`src/rtl/core/qic_pkg.sv`:
```
// qic_pkg: shared widths and constants for the quotient interval count unit
`timescale 1ns / 1ps
package qic_pkg;
  localparam int X_W           = 54;
  localparam int U_W           = 64;
  localparam int FRACTION_BITS = 30;
  localparam int MUL_W         = 64;
  localparam int PROD_W        = 2 * MUL_W;
  localparam int DIV_W         = X_W + FRACTION_BITS;
  localparam int Q_W           = 64;
  localparam int SQ_STEPS      = (X_W + 1) / 2;
  localparam int MUL_LAT       = 2;
  localparam logic [U_W-1:0] U_RESET = U_W'(1) << FRACTION_BITS;
  localparam logic [X_W-1:0] COUNT_MAX = '1;
endpackage

```
`src/rtl/core/qic_sqrt.sv`:
```
// qic_sqrt: digit-by-digit integer square root pipelined one root bit per stage
`timescale 1ns / 1ps
module qic_sqrt (
  input  logic                        clk,
  input  logic                        en,
  input  logic [qic_pkg::X_W-1:0]     n_in,
  output logic [qic_pkg::SQ_STEPS-1:0] root
);
  import qic_pkg::*;

  logic [X_W-1:0] n_r [SQ_STEPS];
  logic [X_W-1:0] r_r [SQ_STEPS];
  logic [X_W-1:0] n_nxt [SQ_STEPS];
  logic [X_W-1:0] r_nxt [SQ_STEPS];

  always_comb begin
    for (int s = 0; s < SQ_STEPS; s++) begin
      logic [X_W-1:0] n_cur, r_cur, bitv;
      logic [X_W:0]   sum;
      n_cur = (s == 0) ? n_in : n_r[s-1];
      r_cur = (s == 0) ? '0 : r_r[s-1];
      bitv  = X_W'(1) << (2 * (SQ_STEPS - 1 - s));
      sum   = {1'b0, r_cur} + {1'b0, bitv};
      if ({1'b0, n_cur} >= sum) begin
        n_nxt[s] = n_cur - sum[X_W-1:0];
        r_nxt[s] = (r_cur >> 1) + bitv;
      end else begin
        n_nxt[s] = n_cur;
        r_nxt[s] = r_cur >> 1;
      end
    end
  end

  always_ff @(posedge clk) begin
    if (en) begin
      n_r <= n_nxt;
      r_r <= r_nxt;
    end
  end

  assign root = r_r[SQ_STEPS-1][SQ_STEPS-1:0];
endmodule

```
`config.mk`:
```
export PLATFORM = sky130hd
export DESIGN_NAME = qic_sqrt
export DESIGN_NICKNAME = d
export VERILOG_FILES = /design/src/rtl/core/qic_pkg.sv /design/src/rtl/core/qic_sqrt.sv
export SDC_FILE = /design/constraint.sdc
export NUM_CORES = 2
export LEC_CHECK = 0
export BUFFER_PORTS_ARGS = -buffer_cell sky130_fd_sc_hd__buf_2
export CORE_MARGIN = 2
export CORE_UTILIZATION = 64
export CTS_CLUSTER_SIZE = 8
export DETAILED_ROUTE_END_ITERATION = 12
export GPL_ROUTABILITY_DRIVEN = 0
export GPL_TIMING_DRIVEN = 0
export PLACE_DENSITY = 0.85
export RECOVER_POWER = 100
export SYNTH_ARGS = -nofsm -noshare
export SYNTH_HDL_FRONTEND = slang
export SYNTH_SLANG_ARGS = --single-unit
```
`constraint.sdc`:
```
create_clock -name clk -period 3.74 [get_ports clk]
set_clock_uncertainty 0.05 [all_clocks]
set_input_delay 1.122 -clock clk [delete_from_list [all_inputs] [get_ports clk]]
set_output_delay 1.122 -clock clk [all_outputs]
set_load 0.005 [all_outputs]
```
# After elaboration in Yosys (flattened, before gate mapping)
# Index checks and enable logic that the tools add are counted.
dict set report word_totals {
  in_bits 56
  regBits 2835
  wordCells 236
  output_inout_bits 27
}
dict set report op_classes {
  mux 53
  n_addsub 78
  n_lt_le_gt_ge 27
}
# operator count
set op_table {}
lappend op_table {{greater-or-equal comparator 54 x 55 -> 1 bit} 26}
lappend op_table {{two-way mux 54 bit} 26}
lappend op_table {{two-way mux 53 bit} 26}
lappend op_table {{subtractor 54 bit} 25}
lappend op_table {{adder 54 x 1 -> 55 bit, second input constant} 1}
lappend op_table {{adder 54 x 11 -> 55 bit, second input constant} 1}
lappend op_table {{adder 54 x 13 -> 55 bit, second input constant} 1}
lappend op_table {{adder 54 x 15 -> 55 bit, second input constant} 1}
lappend op_table {{adder 54 x 17 -> 55 bit, second input constant} 1}
lappend op_table {{adder 54 x 19 -> 55 bit, second input constant} 1}
lappend op_table {{adder 54 x 21 -> 55 bit, second input constant} 1}
lappend op_table {{adder 54 x 23 -> 55 bit, second input constant} 1}
lappend op_table {{adder 54 x 25 -> 55 bit, second input constant} 1}
lappend op_table {{adder 54 x 27 -> 55 bit, second input constant} 1}
lappend op_table {{adder 54 x 29 -> 55 bit, second input constant} 1}
lappend op_table {{adder 54 x 3 -> 55 bit, second input constant} 1}
lappend op_table {{adder 54 x 31 -> 55 bit, second input constant} 1}
lappend op_table {{adder 54 x 33 -> 55 bit, second input constant} 1}
lappend op_table {{adder 54 x 35 -> 55 bit, second input constant} 1}
lappend op_table {{adder 54 x 37 -> 55 bit, second input constant} 1}
lappend op_table {{adder 54 x 39 -> 55 bit, second input constant} 1}
lappend op_table {{adder 54 x 41 -> 55 bit, second input constant} 1}
lappend op_table {{adder 54 x 43 -> 55 bit, second input constant} 1}
lappend op_table {{adder 54 x 45 -> 55 bit, second input constant} 1}
lappend op_table {{other kinds (35)} 35}

# Depth between registers and ports, before layout
dict set report depth {
  ltp_word 3
  ltp_mapped 13
  ltp_nobuf 11
}

# Worst setup path after synthesis
# OpenSTA, ideal clock, no wires.
dict set report synth_timing {
  kind {reg2reg}
  startpoint {register n_r[168] (netlist bit)}
  endpoint {register n_r[112] (netlist bit) (data pin)}
  n_path_buf 2
  period_less_slack_ps 3302
  t_required_ps 3425
  stages_incl_launch_ff 11
  arrival_time_ps 2987
  setup_time_ps 265
  slack_ps 438
  cell_sequence {edfxtp_1 -> ha_1 -> o21a_1 -> or4_1 -> a221oi_1 -> o21ai_0 -> a311oi_1 -> o21ai_1 -> clkbuf_1 -> buf_1 -> xnor2_1}
}
# element line_no
set synth_rtl {}
lappend synth_rtl {{start, declared} qic_sqrt.sv:11} ;# logic [X_W-1:0] n_r [SQ_STEPS];
lappend synth_rtl {{start signal, assigned} qic_sqrt.sv:36} ;# n_r <= n_nxt;

==> flow_summary.toml <==
[pwr]
p_sw_uw = 17100
p_seq_share_pct = 46.9
vdd_drop_max_v = 0.000543
p_leak_uw = 0.0358
internal_power_uw = 41300
p_clk_share_pct = 33.3
power.total_uw = 58300
p_sw_share_pct = 29.2
power_frac_comb_pct = 19.8
power.density_nw_per_um2 = 615

[clock_network]
cts.clk_slew.worst_paths_ns = 0.05
ctsLongestPathBuffers = 3
clockRootBuffer = "clkbuf_16"
cts_tree = "built"
insertion_delay_ns = 0.90
clock_sinks = 1782
cts_htree_levels = 4
hold_buffers = 0
cts_buffers = 241

[final_layout]
nets = 7466
num-fill-cells = 7562
multiInputGateArea_um2 = 29500
mostFrequentLayoutCell = "edfxtp_1"
regArea_um2 = 53500
area_growth_pct = 12.1
final_layout_size_suffix_gt1_share_pct = 8.99
final_cell_mix = "edfxtp_1, inv_1, nor2_1"

[routing]
ant_nets = 0
vias_per_cell = 6.60
routed_wirelength_um = 210000
drc_errors = 0
drtPass1Iterations = 7
drtIter0Drc = 7668
vias = 58000
detail_route.wl_per_cell_um = 23.9

[synthesis]
seq_area_frac_synth_pct = 63.2
ys_types = 89
synth_top_area_share_pct = 63.2
synthTopCellsByArea = "edfxtp_1, ha_1, xnor2_1"
ys_warn_count = 0
syn_inst = 6656
avgSynthCellArea_um2 = 12.7
synth_area_leader_cell = "edfxtp_1"
synth-edff-count = 1782
syn-num-nets = 7113
synthArstFlopShare_pct = 0
synth_flop_cell = "edfxtp_1"
synthesis.area_um2 = 84600
ys_ff_latch = 1782

[grt]
grt_max_degree = 200
track_usage_pct = 30.5
antenna_found_initial = 3
grt_first_pass_wirelength_um = 321000
grt_pass1_vias = 57700
grt-ovfl-total = 0

[setup_path]
crit_end = "n_r[1129]"
regToRegEndpoint = "n_r[1129]"
arrival_ns = 4.42
worstSetupStartpoint = "r_r[1176]"
r2r_setup_slack_ns = -0.14
startpoint_type = "flip-flop"
r2r_cells = 10
end_kind = "flip-flop"
crit_required_ns = 4.28
crit_path_max_fanout = 7
r2r-start = "r_r[1176]"
criticalPathCategory = "flip-flop to flip-flop"

[sta]
setup_viol = 22
worst_slack_ns = -0.144
period_minus_slack_ns = 3.88
rsz0062_at_grt = "true"
period_share_pct = 104
worst_hold_slack_ns = 0.347
maxClockFrequency_ghz = 0.257
worstMarginPinSlew_ns = 2.68
slew_viol_final = 1031
relSlewSlack_pct = -78.8
hold_viol = 0

[placement]
portBuffers = 82
hpwl_um = 136000

[floorplanning]
die_area_um2 = 135000
dieWidth_um = 368
die_h_um = 368
start_util_pct = 64.5
rows = 133
core-area_um2 = 131000
pin_count = 83

[status]
status = "finished, violations left"
violations = "max-capacitance violations, max-slew violations, negative setup slack"

[flow_run]
cap_violations = 6

[hold_path]
holdCritPathClass = "input port to flip-flop"
==> per-stage QoR <==
stage	setup TNS, ns	cell area (um2)	util (%)	instances	setup slack, ns
floorplan	0	84600	-	6656	0.438
global placement	-	87300	66.5	8493	-24.89
detailed placement	-252.40	87500	66.7	8504	-1.00
CTS	0	94400	71.9	8772	0.00145
global route	-1.84	94900	72.3	8782	-0.0983
finish	-1.21	94900	72.3	8783	-0.144
==> power by group through the flow <==
stage / Sequential, uW / Clock (uW) / Combinational, uW
floorplan: 26700 / 0 / 8000
global placement: 28400 / 0 / 10100
detailed placement: 27500 / 0 / 10600
CTS: 27200 / 19500 / 11000
global route: 27500 / 20300 / 12600
finish: 27400 / 19400 / 11600
==> area by class of cell <==
class / count / share of cell area, %
antenna: 1 / 0.00264
buffer: 121 / 0.604
clock buffer: 244 / 6.37
clock inverter: 17 / 0.454
inverter: 493 / 1.95
multi-input combinational: 4251 / 31.1
sequential: 1782 / 56.4
tap: 1755 / 2.31
timing repair buffer: 119 / 0.814
==> routing by layer <==
metal	track usage (%)	part of all wire [%]	routed length, um
met2	53.3	50	106000
met3	5.97	8.8	18500
met5	0	0.0095	20
met1	35.2	35	72600
met4	16.8	6.3	13200
==> state kept, by name, indices dropped and copies added, names as in the netlist <==
name and count:
n_r 1404, root 27, r_r 351
==> logic make-up (layout without fill, tap and decap cells) <==
family	count (synthesis)	after routing	synth area share, %
AO/OA/AOI/OAI	1239	1239	9.02
adder cells (fa/ha/maj)	401	401	5.93
flip-flops	1782	1782	63.2
AND/OR/NAND/NOR	1925	1925	11.7
buffers and inverters	623	994	2.80
multiplexers	71	71	0.931
XOR/XNOR	615	615	6.36
other	0	1	0
==> how the worst min path moves through the flow <==
| stage | startpoint | end | slack, ns | depth (start not counted) |
|---|---|---|---|---|
| 2_1_floorplan | n_r[165] | n_r[111] | 0.37 | 0 |
| 3_3_place_gp | n_r[821] | n_r[767] | 0.37 | 0 |
| 3_5_place_dp | r_r[123] | r_r[68] | 0.38 | 0 |
| 4_1_cts | n_in[29] | n_r[1433] | 0.31 | 1 |
| 5_1_grt | n_in[29] | n_r[1433] | 0.32 | 1 |
| 6_report | n_in[1] | n_r[1405] | 0.35 | 1 |
==> cells in the mapped netlist (all sizes together) (83+ instances only) <==
cell type	count
edfxtp	1782
inv	493
a21oi	440
nor2	437
nand2	402
ha	401
xnor2	309
xor2	306
o21ai	302
nor4	224
nor3	205
a21o	135
nand3	104
nand4	101
clkbuf	98
nand2b	83
==> what timing repair did <==
item	in CTS	in global routing
gates resized for setup	94	130
setup endpoints to repair	372	510
setup buffers	9	16
pin swaps	8	19
gates cloned	0	1
==> critical path: stages, from the launching register on <==
cell      delay [ns]
edfxtp_1        0.46
inv_1           0.10
ha_1            0.42
nor4b_1         0.38
nand4_1         0.26
nor4_1          0.56
o41ai_1         0.13
nand3_1         0.14
inv_1           0.18
nor4_1          0.69
xor2_1          0.19
Power figures use the tool's default switching activity.
